===== config.mk =====
export PLATFORM = sky130hd
export DESIGN_NAME = button_press_hold_detector_unit
export DESIGN_NICKNAME = d
export VERILOG_FILES = /design/src/hw/rtl/bphd_pkg.sv /design/src/hw/rtl/button_press_hold_detector_unit.sv /design/src/hw/rtl/bphd_in_stage.sv /design/src/hw/rtl/bphd_core.sv /design/src/hw/rtl/bphd_out_stage.sv
export SDC_FILE = /design/constraint.sdc
export NUM_CORES = 1
export LEC_CHECK = 0
export ABC_CLOCK_PERIOD_IN_PS = 10500
export BUFFER_PORTS_ARGS = -buffer_cell sky130_fd_sc_hd__buf_4
export CORE_ASPECT_RATIO = 0.8
export CORE_UTILIZATION = 42
export CTS_BUF_LIST = sky130_fd_sc_hd__clkbuf_4 sky130_fd_sc_hd__clkbuf_8
export CTS_CLUSTER_SIZE = 12
export DETAILED_ROUTE_END_ITERATION = 10
export GPL_TIMING_DRIVEN = 0
export HOLD_SLACK_MARGIN = 0.08
export PLACE_DENSITY = 0.58
export RECOVER_POWER = 100
export SYNTH_ARGS = -nofsm -noshare
export SYNTH_HDL_FRONTEND = slang
export SYNTH_SLANG_ARGS = --single-unit

===== constraint.sdc =====
create_clock -name clk_i -period 10.5 [get_ports clk_i]
set_input_delay 1.05 -clock clk_i [delete_from_list [all_inputs] [get_ports clk_i]]
set_output_delay 1.05 -clock clk_i [all_outputs]
set_load 0.05 [all_outputs]

===== src/hw/rtl/bphd_pkg.sv =====
// Package for the button press/hold detector.
// Types, register indexes and reset constants shared by all bphd modules.
// No dependencies.
package bphd_pkg;

  localparam int unsigned TickW   = 16;
  localparam int unsigned CountW  = 32;
  localparam int unsigned PhaseW  = 2;
  localparam int unsigned CfgIdxW = 2;

  localparam logic [TickW-1:0] DebounceRst = TickW'(50);
  localparam logic [TickW-1:0] HoldRst     = TickW'(1000);
  localparam logic [TickW-1:0] TickMax     = '1;

  typedef enum logic [CfgIdxW-1:0] {
    CFG_DEBOUNCE = 2'd0,
    CFG_HOLD     = 2'd1
  } cfg_idx_e;

  // Reported phase codes
  localparam logic [PhaseW-1:0] PhaseIdle    = 2'd0;
  localparam logic [PhaseW-1:0] PhasePressed = 2'd1;
  localparam logic [PhaseW-1:0] PhaseHolding = 2'd2;

  typedef enum logic [2:0] {
    MODE_IDLE    = 3'b001,
    MODE_PRESSED = 3'b010,
    MODE_HOLDING = 3'b100
  } mode_e;

  typedef struct packed {
    logic              pushed;
    logic              hold;
    logic              released;
    logic [CountW-1:0] event_count;
    logic [PhaseW-1:0] phase;
  } result_t;

endpackage


===== src/hw/rtl/button_press_hold_detector_unit.sv =====
// Top level of the button press/hold detector.
// Instantiates bphd_in_stage, bphd_core and bphd_out_stage; depends on bphd_pkg.

// One transaction per sampled button level, one result transaction per input.
// Throughput is one transaction per clock unless out_ready_i stalls; a sample
// passes the input register, then the state update into the result register.
// The user writes thresholds through the cfg port only while no transaction is
// in flight (unchecked); indexes 0/1 set debounce/hold length, others ignored.
module button_press_hold_detector_unit import bphd_pkg::*; (
  input  logic               clk_i,
  input  logic               rst_ni,
  input  logic               cfg_we_i,
  input  logic [CfgIdxW-1:0] cfg_index_i,
  input  logic [TickW-1:0]   cfg_data_i,
  input  logic               in_valid_i,
  output logic               in_ready_o,
  input  logic               button_down_i,
  output logic               out_valid_o,
  input  logic               out_ready_i,
  output logic               pushed_event_o,
  output logic               hold_event_o,
  output logic               released_event_o,
  output logic [CountW-1:0]  event_count_o,
  output logic [PhaseW-1:0]  phase_o
);

  logic    s1_valid, s1_down, out_free, step;
  result_t core_res, out_res;

  assign step = s1_valid && out_free;

  bphd_in_stage u_in (
    .clk_i,
    .rst_ni,
    .in_valid_i,
    .in_ready_o,
    .button_down_i,
    .advance_i  (out_free),
    .s1_valid_o (s1_valid),
    .s1_down_o  (s1_down)
  );

  bphd_core u_core (
    .clk_i,
    .rst_ni,
    .cfg_we_i,
    .cfg_index_i,
    .cfg_data_i,
    .step_i   (step),
    .down_i   (s1_down),
    .result_o (core_res)
  );

  bphd_out_stage u_out (
    .clk_i,
    .rst_ni,
    .load_i      (step),
    .result_i    (core_res),
    .out_ready_i,
    .out_valid_o,
    .free_o      (out_free),
    .result_o    (out_res)
  );

  assign pushed_event_o   = out_res.pushed;
  assign hold_event_o     = out_res.hold;
  assign released_event_o = out_res.released;
  assign event_count_o    = out_res.event_count;
  assign phase_o          = out_res.phase;

endmodule


===== src/hw/rtl/bphd_in_stage.sv =====
// Input register of the button press/hold detector.
// Holds one sampled button level; depends on bphd_pkg.
module bphd_in_stage import bphd_pkg::*; (
  input  logic clk_i,
  input  logic rst_ni,
  input  logic in_valid_i,
  output logic in_ready_o,
  input  logic button_down_i,
  input  logic advance_i,
  output logic s1_valid_o,
  output logic s1_down_o
);

  logic valid_q, valid_d;
  logic down_q;

  // refill in the same cycle the held transaction moves on
  assign in_ready_o = !valid_q || advance_i;
  assign valid_d    = (in_valid_i && in_ready_o) || (valid_q && !advance_i);

  always_ff @(posedge clk_i or negedge rst_ni) begin
    if (!rst_ni) begin
      valid_q <= 1'b0;
    end else begin
      valid_q <= valid_d;
    end
  end

  always_ff @(posedge clk_i) begin
    if (in_valid_i && in_ready_o) begin
      down_q <= button_down_i;
    end
  end

  assign s1_valid_o = valid_q;
  assign s1_down_o  = down_q;

endmodule


===== src/hw/rtl/bphd_core.sv =====
// State update of the button press/hold detector: thresholds, tick counter,
// mode and event count. Depends on bphd_pkg.
module bphd_core import bphd_pkg::*; (
  input  logic               clk_i,
  input  logic               rst_ni,
  input  logic               cfg_we_i,
  input  logic [CfgIdxW-1:0] cfg_index_i,
  input  logic [TickW-1:0]   cfg_data_i,
  input  logic               step_i,
  input  logic               down_i,
  output result_t            result_o
);

  logic [TickW-1:0]  debounce_q, hold_q;
  logic [TickW-1:0]  tick_q, tick_d, tick_inc;
  mode_e             mode_q, mode_d;
  logic [CountW-1:0] count_q, count_d;
  logic              pushed, hold, released;

  always_ff @(posedge clk_i or negedge rst_ni) begin
    if (!rst_ni) begin
      debounce_q <= DebounceRst;
      hold_q     <= HoldRst;
    end else if (cfg_we_i) begin
      if (cfg_index_i == CFG_DEBOUNCE) begin
        debounce_q <= cfg_data_i;
      end else if (cfg_index_i == CFG_HOLD) begin
        hold_q <= cfg_data_i;
      end
    end
  end

  // saturating tick count
  assign tick_inc = (tick_q != TickMax) ? tick_q + TickW'(1) : tick_q;

  always_comb begin
    tick_d   = tick_q;
    mode_d   = mode_q;
    count_d  = count_q;
    pushed   = 1'b0;
    hold     = 1'b0;
    released = 1'b0;
    if (down_i) begin
      tick_d = tick_inc;
      case (mode_q)
        MODE_IDLE: begin
          if (tick_inc >= debounce_q) begin
            count_d = count_q + CountW'(1);
            tick_d  = '0;
            mode_d  = MODE_PRESSED;
            pushed  = 1'b1;
          end
        end
        MODE_PRESSED: begin
          if (tick_inc >= hold_q) begin
            count_d = count_q + CountW'(1);
            tick_d  = '0;
            mode_d  = MODE_HOLDING;
            hold    = 1'b1;
          end
        end
        MODE_HOLDING: begin
          tick_d = tick_inc;
        end
        default: begin
          tick_d = tick_inc;
        end
      endcase
    end else begin
      released = (mode_q == MODE_HOLDING);
      tick_d   = '0;
      mode_d   = MODE_IDLE;
    end
  end

  always_ff @(posedge clk_i or negedge rst_ni) begin
    if (!rst_ni) begin
      tick_q  <= '0;
      mode_q  <= MODE_IDLE;
      count_q <= '0;
    end else if (step_i) begin
      tick_q  <= tick_d;
      mode_q  <= mode_d;
      count_q <= count_d;
    end
  end

  always_comb begin
    result_o.pushed      = pushed;
    result_o.hold        = hold;
    result_o.released    = released;
    result_o.event_count = count_d;
    case (mode_d)
      MODE_IDLE:    result_o.phase = PhaseIdle;
      MODE_PRESSED: result_o.phase = PhasePressed;
      MODE_HOLDING: result_o.phase = PhaseHolding;
      default:      result_o.phase = PhaseIdle;
    endcase
  end

endmodule


===== src/hw/rtl/bphd_out_stage.sv =====
// Result register of the button press/hold detector.
// Holds one result until the consumer takes it; depends on bphd_pkg.
module bphd_out_stage import bphd_pkg::*; (
  input  logic    clk_i,
  input  logic    rst_ni,
  input  logic    load_i,
  input  result_t result_i,
  input  logic    out_ready_i,
  output logic    out_valid_o,
  output logic    free_o,
  output result_t result_o
);

  logic    valid_q, valid_d;
  result_t res_q;

  assign free_o  = !valid_q || out_ready_i;
  assign valid_d = load_i || (valid_q && !out_ready_i);

  always_ff @(posedge clk_i or negedge rst_ni) begin
    if (!rst_ni) begin
      valid_q <= 1'b0;
    end else begin
      valid_q <= valid_d;
    end
  end

  always_ff @(posedge clk_i) begin
    if (load_i) begin
      res_q <= result_i;
    end
  end

  assign out_valid_o = valid_q;
  assign result_o    = res_q;

endmodule

## Word level (Yosys, flattened, before mapping)

Cells that the tools add are included.

- Input bits: 24
- Word-level logic and storage cells: 58
- Output and inout bits: 39
- Register bits after elaboration: 123

- Reduce and logical (&&, ||, !) cells: 17
- Add/sub/neg operators: 2
- Muxes and demuxes: 16
- Equal/unequal tests: 7
- Bitwise logic cells: 1
- Magnitude comparators: 2

Operator list:

| cell | number |
|---|---|
| $mux W32 | 3 |
| $mux W16 | 4 |
| $pmux W32 S2 | 1 |
| $add A32 B1 Y32 const B | 1 |
| $ge A16 B16 Y1 | 2 |
| $pmux W16 S2 | 1 |
| $add A16 B1 Y16 const B | 1 |
| $ne A16 B16 Y1 const B | 1 |
| $mux W3 | 3 |
| $eq A3 B2 Y1 const B | 2 |
| $eq A3 B3 Y1 const B | 2 |
| $pmux W3 S2 | 1 |
| $reduce_and A2 Y1 | 3 |
| $logic_and A1 B1 Y1 | 4 |
| $logic_not A1 Y1 | 4 |
| $logic_or A1 B1 Y1 | 4 |
| $pmux W2 S2 | 1 |
| $eq A3 B1 Y1 const B | 1 |
| $reduce_and A3 Y1 | 1 |
| $eq A2 B1 Y1 const B | 1 |
| $logic_not A2 Y1 | 1 |
| $mux W1 | 2 |
| $not A1 Y1 | 1 |

## Longest topological paths before layout

Gate-level depths: netlist (run 1).

- Depth after elaboration: 8
- Gate-level depth with buffers: 16
- Gate-level depth less buffers: 14

## Modules after synthesis

A second synthesis (run 1) with hierarchy kept.

- Cell total of the unflattened synthesis: 648
- Area, all modules: 6741.5 um^2

Modules (own cells, without submodules):

| module | instances | sequential area each (um^2) | cells an instance | area an instance (um^2) |
|---|---|---|---|---|
| bphd_core | 1 | 2089.5 | 602 | 5492.8 |
| bphd_out_stage | 1 | 1136.1 | 40 | 1158.6 |
| bphd_in_stage | 1 | 55.1 | 5 | 83.8 |
| button_press_hold_detector_unit | 1 | 0.0 | 1 | 6.3 |

## Worst setup path after synthesis (run 1)

Ideal clock, no wire load.

- Path type: register to register
- Start: register u_core.tick_q[6]
- End: register u_out.res_q (netlist bit u_out.result_o[13]) (data pin)
- Arrival: 3525 ps
- Slack: 6704 ps
- Cell stages (with the launch flop): 17
- Setup time: 271 ps
- Clock period less this slack: 3796 ps
- Path buffers: 2
- Required time: 10229 ps
- Cells stage by stage: dfrtp_1 clkbuf_2 and4_1 and2_1 nand3_1 nor3_1 nand3_1 mux2_2 ha_1 nand4_1 nor2_1 a211o_1 a311oi_4 o21ai_1 clkbuf_1 o21ai_0 a21oi_1

RTL lines:

| element | line | RTL |
|---|---|---|
| start, declared | bphd_core.sv:15 | `logic [TickW-1:0] tick_q, tick_d, tick_inc;` |
| start signal, assigned | bphd_core.sv:82 | `tick_q <= tick_d;` |
| end signal, assigned | bphd_out_stage.sv:30 | `res_q <= result_i;` |
| end, declared | bphd_out_stage.sv:15 | `result_t res_q;` |

## Worst setup path in the final report (run 1)

- Start: register u_core.tick_q[5]
- End: register u_core.count_q[20]

- Cells in the longest elaborated chain, start to end: 6
- Elaborated cells between the ends (all ways): 9
- Classes of those cells: 1 x add/sub; 2 x order compare; 1 x eq/ne; 5 x mux

RTL lines:

| element | line | RTL |
|---|---|---|
| $add A16 B1 Y16 or $ne A16 B16 Y1 (tied branches) | bphd_core.sv:34 | `assign tick_inc = (tick_q != TickMax) ? tick_q + TickW'(1) : tick_q;` |
| $mux W16 * | bphd_core.sv:34 |  |
| $ge A16 B16 Y1, on equally long branches | bphd_core.sv:55, bphd_core.sv:47 |  |
| $mux W32, on equally long branches | bphd_core.sv:55, bphd_core.sv:47 |  |
| $pmux W32 S2 * | bphd_core.sv:45 | `case (mode_q)` |
| $mux W32 * | bphd_core.sv:43 | `if (down_i) begin` |
| end signal, assigned | bphd_core.sv:84 | `count_q <= count_d;` |
| end, declared | bphd_core.sv:17 | `logic [CountW-1:0] count_q, count_d;` |

Every way passes the cells marked *; elsewhere a longest branch is shown, timed or not.
A chain may end at the register's enable or synchronous reset.

==> Implementation_results.wiki, run 1 <==
{| class="wikitable"
! Metric !! Value
|-
| Asr flop ratio synth || just under 70%
|-
| Cells along the critical path || clkbuf_1 -> and4_1 -> and2_0 -> nand3_1 -> nor3_1 -> nand3_1 -> mux2_1 -> ha_1 -> and4_1 -> nand2_1 -> o41ai_1 -> o21ai_0 -> o22ai_1 -> clkbuf_1 -> nand2_1 -> xnor2_1
|-
| Worst relative slew slack || -215%
|-
| Number of sinks handled by clock tree synthesis || ~120
|-
| Worst Tran Pin Value || 4.73 ns
|-
| Leakage Power || 3.08 nW
|-
| Outcome || complete, but fails checks
|-
| Yosys cell types || 59
|-
| Final hold viol count || 0
|-
| Clock latency reported for the late side of the worst-skew pair || 0.45 ns
|-
| Bufs on Longest Clock Path || 2
|-
| Count of fill cells added during filler insertion || roughly 1400
|-
| Total internal power || roughly 0.82 mW
|-
| Max Fanout on Critical Path || 10
|-
| Synth area leaders || sky130_fd_sc_hd__dfrtp_1, sky130_fd_sc_hd__edfxtp_1, sky130_fd_sc_hd__xnor2_1
|-
| Required @ worst endpoint || ~11 ns
|-
| Ports placed on the boundary || 63
|-
| Power per cell area || between 150 and 200 nW/um^2
|-
| Final Slew Violations || 115
|-
| Chip Height || ~110 microns
|-
| Synth Instances || about 660
|-
| Number of hold buffers added after cts || 0
|-
| Sequential share of the synthesized area || roughly half
|-
| Combinational share of power || 16.7%
|-
| Number of flops mapped to enable cells by yosys || 38
|-
| Placeable core region || approximately 15000 sq um
|-
| Maximum cell stage delay along the critical path || 0.92 ns
|-
| Post-route fraction of the period consumed by the critical path || 57.7%
|-
| Final critical-path required period || just over 6 ns
|-
| Number of instances resized during post-cts repair || 0
|-
| Vias per inst || 5.36
|-
| Antenna violations before repair || 0
|-
| Clock tree from TritonCTS || yes
|-
| Post-route antenna net violation count || 0
|-
| DRC errors left || 0
|-
| Post-route non-filler standard cell count || 960
|-
| Worst clock skew || between 0.01 and 0.015 ns
|-
| Standard-cell rows || 40
|-
| Placed cells || 928
|-
| Buffer count from post-CTS setup fixing || 0
|-
| Total number of yosys warnings || 0
|-
| TritonRoute pass-1 iters || 5
|-
| Clock Power Share || 35.2%
|-
| Via count of the first global-routing pass || a little over 5000
|-
| Most repeated cell in the gate-level netlist after synthesis || sky130_fd_sc_hd__nand2_1
|-
| Power spent charging and discharging nets || roughly 0.33 mW
|-
| Sum Neg Setup Slack || 0 ns
|-
| CP Class || reg2reg
|-
| Total GRT Usage || between 20% and 30%
|-
| Count of state elements after synthesis || 123
|-
| Number of nets in the synthesized netlist || around 710
|-
| Post-synthesis cell area || between 6000 and 7000 sq um
|-
| Worst-path clk slew || about 0.07 ns
|-
| Diode count || 0
|-
| Final wirelength || approximately 16 mm
|-
| Number of buffer and inverter stages on the critical path || 2
|-
| Final setup viols || 0
|-
| Max-capacitance violation count || 2
|-
| Wire length of the first global-routing pass || ~26 mm
|-
| Share of the synthesized area in the top cell type || between 20 and 30%
|-
| Top Family by Delay on Critical Path || compound AO/OA/AOI/OAI gates
|-
| FF-to-FF setup slack || ~4.4 ns
|-
| Max frequency || 0.165 GHz
|-
| Syn Area/Cell || slightly above 10 sq um
|-
| NumNets Final || 795
|-
| Cts bufs inserted || 17
|-
| Dominant synthesized flop cell || sky130_fd_sc_hd__dfrtp_1
|-
| Violations in the final reports || max-capacitance violations, max-slew violations
|-
| Startpoint kind of the worst setup timing path || flop
|-
| Highest-delay cell along the critical path || sky130_fd_sc_hd__o22ai_1
|-
| Final HPWL DP || approximately 12 mm
|-
| Endpoint arrival time on the critical path || between 6 and 7 ns
|-
| Starting density of the core || about 44%
|-
| X dimension of the die || 143 microns
|-
| Switching portion of total power || between 20% and 30%
|-
| Setup repair after global routing missed its margin || no
|-
| Total Power Consumption || about 1.2 mW
|-
| DR vias || a little over 5000
|-
| Largest net degree at the start of global routing || 86
|-
| Total global routing overflow || 0
|-
| Peak supply drop || ~0.000075 V
|-
| Relative contribution of sequential cells to total power || between 40% and 50%
|-
| Final weighted congestion in routability-driven placement || about 0.86
|-
| Share of cells above drive strength 1 || a little under an eighth
|-
| Top cells by count, synth || sky130_fd_sc_hd__nand2_1, sky130_fd_sc_hd__dfrtp_1, sky130_fd_sc_hd__xnor2_1
|-
| Detailed-route wire length per cell || roughly 17 microns
|-
| Hold crit path type || reg2reg
|-
| Max H-tree Level || 4
|-
| Library cell with the largest summed area after synthesis || sky130_fd_sc_hd__dfrtp_1
|-
| Area growth, synth to finish || 13.6%
|-
| Cell chosen for the clock root || sky130_fd_sc_hd__clkbuf_8
|-
| Number of DRC violations after detailed-routing iteration 0 || 320
|-
| Port Buffers || between 60 and 70
|-
| Critical Path Sink Type || flop
|-
| Area of the die || approximately 16000 sq um
|}
==> stage by stage <==
step	setup WS (ns)	instance area, sq um	utilization [%]	hold WS, ns
floorplan	6.70	6650	-	0.457
global placement	5.63	7380	48.3	0.474
detailed placement	5.53	7400	48.5	0.489
CTS	5.51	7770	50.9	0.505
global route	4.01	7550	49.5	0.523
finish	4.44	7550	49.5	0.506
==> power groups by stage <==
stage / clock network, mW / registers [mW] / logic [mW]
global route: 0.439 / 0.559 / 0.218
CTS: 0.417 / 0.554 / 0.208
global placement: 0 / 0.563 / 0.196
finish: 0.406 / 0.555 / 0.193
detailed placement: 0 / 0.563 / 0.206
floorplan: 0 / 0.592 / 0.107
==> worst reg2reg max path, delay by kind of cell (launching register included) <==
kind,cells,cell delay (ns)
compound gates,3,2.07
xor+xnor,1,0.16
fa+ha+maj,1,0.33
buf+inv,2,0.82
flops,1,0.33
mux,1,0.38
simple gates,8,1.85
==> final timing paths <==
| path | start | end | cells after the start |
|---|---|---|---|
| worst max-delay path | u_core.tick_q[5] | u_core.count_q[20] | 16 |
| worst min-delay path | u_core.count_q[31] | u_core.count_q[31] | 1 |
| worst max register to register | u_core.tick_q[5] | u_core.count_q[20] | 16 |
| worst min register to register | u_core.count_q[31] | u_core.count_q[31] | 1 |
| max in group asynchronous | rst_ni | u_core.count_q[19] | 1 |
| min in group asynchronous | rst_ni | u_core.hold_q[2] | 1 |
==> cell usage in the layout (no fill, tap or decap), types with 9 or more instances in the layout <==
cell type	n
sky130_fd_sc_hd__mux2_2	19
sky130_fd_sc_hd__clkbuf_4	9
sky130_fd_sc_hd__edfxtp_1	38
sky130_fd_sc_hd__a21oi_1	31
sky130_fd_sc_hd__nand3_1	25
sky130_fd_sc_hd__dfstp_2	10
sky130_fd_sc_hd__clkbuf_8	17
sky130_fd_sc_hd__nand2_1	94
sky130_fd_sc_hd__and3_1	12
sky130_fd_sc_hd__clkbuf_1	66
sky130_fd_sc_hd__a31oi_1	18
sky130_fd_sc_hd__buf_4	18
sky130_fd_sc_hd__nand2b_1	12
sky130_fd_sc_hd__nor2_1	33
sky130_fd_sc_hd__o21ai_0	32
sky130_fd_sc_hd__nand4_1	16
sky130_fd_sc_hd__ha_1	34
sky130_fd_sc_hd__inv_1	35
sky130_fd_sc_hd__dfrtp_1	75
sky130_fd_sc_hd__xnor2_1	51
==> cells by family after synthesis <==
group	share of synthesized area [%]
multiplexers	3.54
XOR/XNOR	7.11
AO/OA/AOI/OAI	12.7
adder cells (fa/ha/maj)	6.40
AND/OR/NAND/NOR	17.1
flip-flops	49.3
buffers and inverters	3.78
==> final cells by class <==
cell class / count / area [sq um] / area share, %
timing repair buffer: 63 / 319 / 4.22
tap: 210 / 263 / 3.48
clock inverter: 10 / 103 / 1.36
buffer: 29 / 113 / 1.49
inverter: 35 / 131 / 1.74
clock buffer: 22 / 272 / 3.59
sequential: 123 / 3280 / 43.4
multi-input combinational: 468 / 3070 / 40.7
==> metal layers <==
layer | up-vias | share of wire [%] | routed length, microns | track usage (%)
met4 | 0 | 1.1 | 181 | 6.88
met3 | 14 | 5.9 | 950 | 5.40
met5 | - | 0 | 0 | 0
met1 | 2507 | 51 | 8180 | 31.9
li1 | 2495 | - | - | -
met2 | 133 | 42 | 6660 | 30.5
==> flip-flops by register name (all words and copies together), names as in the netlist <==
signal / flops
u_core.mode_q: 3
u_out.result_o: 37
u_in.s1_valid_o: 1
u_core.hold_q: 16
u_in.s1_down_o: 1
u_core.tick_q: 16
u_out.out_valid_o: 1
u_core.debounce_q: 16
u_core.count_q: 32
No activity file was read; power rests on OpenSTA's default activity.
==> run 2, diff against run 1 <==
- ABC_CLOCK_PERIOD_IN_PS: 10500 -> 5000
- PLACE_DENSITY: 0.58 -> 0.6
- clock period: 10.5 -> 5 ns (I/O delays scaled with it)
==> Implementation_results.wiki, run 2 (same netlist as run 1, synthesis figures left out) <==
{| class="wikitable"
! Metric !! Value
|-
| Outcome || complete, but fails checks
|-
| Violations in the final reports || max-capacitance violations, max-slew violations
|-
| Clock Power Share || 34.4%
|-
| Worst path depth || 16
|-
| Final hold viol count || 0
|-
| WHS Path Cells || 1
|-
| Standard-cell rows || 40
|-
| Power per cell area || roughly 320 nW/um^2
|-
| Hold crit path type || in2reg
|-
| Antenna violations before repair || 0
|-
| Post-route fraction of the period consumed by the critical path || a little over nine tenths
|-
| Maximum cell stage delay along the critical path || between 0.4 and 0.5 ns
|-
| Combinational share of power || roughly 17%
|-
| Cell chosen for the clock root || sky130_fd_sc_hd__clkbuf_8
|-
| Cts bufs inserted || 17
|-
| Clock latency reported for the late side of the worst-skew pair || approximately 0.45 ns
|-
| Startpoint of the most critical setup path || u_core.tick_q[6]
|-
| Wire length of the first global-routing pass || ~25 mm
|-
| Total global routing overflow || 0
|-
| Highest-delay cell along the critical path || sky130_fd_sc_hd__o41ai_2
|-
| Share of cells above drive strength 1 || between 10 and 15%
|-
| Final weighted congestion in routability-driven placement || about 0.87
|-
| DR vias || ~5200
|-
| X dimension of the die || around 140 microns
|-
| Final wirelength || 15.3 mm
|-
| Peak supply drop || 0.000176 V
|-
| Detailed-route wire length per cell || about 16 microns
|-
| Number of hold buffers added after cts || 0
|-
| Vias per inst || 5.39
|-
| Fin worst setup slack || 0.271 ns
|-
| Pre-CTS WS || between 0.06 and 0.07 ns
|-
| DRC errors left || 0
|-
| Final Slew Violations || 124
|-
| Bufs on Longest Clock Path || 2
|-
| Placeable core region || around 15000 sq um
|-
| Total internal power || ~1.7 mW
|-
| Number of sinks handled by clock tree synthesis || 123
|-
| Launch instance of the worst min-delay path || button_down_i
|-
| Final critical-path required period || 4.73 ns
|-
| Total GRT Usage || 20.4%
|-
| Starting density of the core || between 40 and 50%
|-
| NumNets Final || around 800
|-
| Leakage Power || 3.14 nW
|-
| Relative contribution of sequential cells to total power || 48.5%
|-
| Startpoint of the lowest-slack register-to-register path || u_core.tick_q[6]
|-
| Area of the die || around 16000 sq um
|-
| CP Class || reg2reg
|-
| Power spent charging and discharging nets || 0.694 mW
|-
| Leading cell types in the layout, fill and taps excluded || sky130_fd_sc_hd__nand2_1, sky130_fd_sc_hd__dfrtp_1, sky130_fd_sc_hd__clkbuf_1
|-
| Endpoint arrival time on the critical path || 4.97 ns
|-
| Most common library cell in the layout ignoring fill and taps || sky130_fd_sc_hd__nand2_1
|-
| Number of buffer and inverter stages on the critical path || 2
|-
| Chip Height || 115 microns
|-
| Switching portion of total power || 28.9%
|-
| Largest net degree at the start of global routing || 86
|-
| Via count of the first global-routing pass || slightly below 5000
|-
| Worst relative slew slack || -46.4%
|-
| Port Buffers || just over 60
|-
| Reg2Reg Depth || 16
|-
| Startpoint kind of the worst setup timing path || flop
|-
| TritonRoute pass-1 iters || 5
|-
| Worst Tran Pin Value || approximately 2.2 ns
|-
| Worst-path clk slew || around 0.070 ns
|-
| Max-capacitance violation count || 2
|-
| Cells along the critical path || clkbuf_2 -> and4_1 -> and2_0 -> nand3_1 -> nor3_2 -> nand3_1 -> mux2_2 -> ha_1 -> and4_1 -> nand2_1 -> o41ai_2 -> o21ai_2 -> o22ai_2 -> clkbuf_2 -> a21oi_1 -> a31oi_1
|-
| Count of fill cells added during filler insertion || between 1000 and 1500
|-
| Max Fanout on Critical Path || 10
|-
| Max frequency || roughly 0.21 GHz
|-
| Worst clock skew || between 0.01 and 0.015 ns
|-
| Post-route antenna net violation count || 0
|-
| Required @ worst endpoint || approximately 5.2 ns
|-
| Diode count || 0
|-
| Final setup viols || 0
|-
| Number of flip-flops in the largest register || 37
|-
| Area growth, synth to finish || 14.6%
|-
| Final HPWL DP || approximately 11 mm
|-
| Top Family by Delay on Critical Path || simple AND/OR/NAND/NOR gates
|-
| Max H-tree Level || 4
|-
| Number of DRC violations after detailed-routing iteration 0 || roughly 450
|-
| Setup repair after global routing missed its margin || no
|-
| Sum Neg Setup Slack || 0 ns
|-
| Ports placed on the boundary || 63
|-
| Clock tree from TritonCTS || yes
|-
| Critical Path Sink Type || flop
|}
==> run 2: changes by cell type in the layout (fill, tap and decap cells not counted), moves of 2 or more <==
cell / previous run / this run
sky130_fd_sc_hd__o22ai_2: 0 / 2
sky130_fd_sc_hd__clkbuf_1: 66 / 58
sky130_fd_sc_hd__clkinv_2: 4 / 6
sky130_fd_sc_hd__o21ai_0: 32 / 29
sky130_fd_sc_hd__o22ai_1: 3 / 1
sky130_fd_sc_hd__o21ai_2: 0 / 2
sky130_fd_sc_hd__clkbuf_2: 2 / 9
sky130_fd_sc_hd__clkbuf_4: 9 / 5
sky130_fd_sc_hd__buf_4: 18 / 20
sky130_fd_sc_hd__buf_2: 1 / 4
==> run 2: per-layer routing <==
metal	GRT usage, %	vias to the layer above	part of all wire (%)
li1	-	2494	-
met1	31.6	2544	53
met2	27.1	127	40
met3	5.19	16	5.7
met4	6.38	0	1.1
met5	0	-	0
==> run 2: stage by stage <==
stage	total power, mW	hold WS [ns]	cells	instance area [sq um]	utilization [%]
after global placement	1.59	0.471	927	7380	48.3
after detailed placement	1.61	0.487	928	7400	48.5
after global routing	2.54	0.215	961	7620	50.0
after CTS	2.45	0.194	958	7750	50.8
after floorplan	1.47	0.204	655	6650	-
final	2.40	0.253	961	7620	50.0
==> run 2: cell type report <==
class | instances | area [sq um] | area share [%]
inverters | 35 | 131 | 1.72
plain buffers | 29 | 124 | 1.62
well taps | 210 | 263 | 3.45
clock inverters | 11 | 105 | 1.38
multi-input cells | 468 | 3140 | 41.1
clock buffers | 19 | 249 | 3.27
flip-flops and latches | 123 | 3280 | 43.0
repair buffers | 66 | 335 | 4.40
==> run 2: power by group through the flow <==
stage	Clock [mW]	Sequential, mW	Combinational [mW]
2_1_floorplan	0	1.24	0.225
3_3_place_gp	0	1.18	0.409
3_5_place_dp	0	1.18	0.423
4_1_cts	0.856	1.16	0.426
5_1_grt	0.900	1.17	0.465
6_report	0.826	1.16	0.412
==> run 2: timing repair <==
| action | CTS | global route |
|---|---|---|
| endpoints found under the setup margin | 0 | 54 |
| buffers inserted | 0 | 3 |
| gates resized for setup | 0 | 13 |
==> run 2: worst paths after layout <==
path | slack [ns] | to
hold / removal | 0.25 | u_in.s1_down_o
max in group asynchronous | 3.01 | u_core.count_q[23]
min in group asynchronous | 0.70 | u_core.debounce_q[2]
setup / recovery | 0.27 | u_out.result_o[11]
setup reg to reg | 0.27 | u_out.result_o[11]
hold reg to reg | 0.49 | u_out.out_valid_o
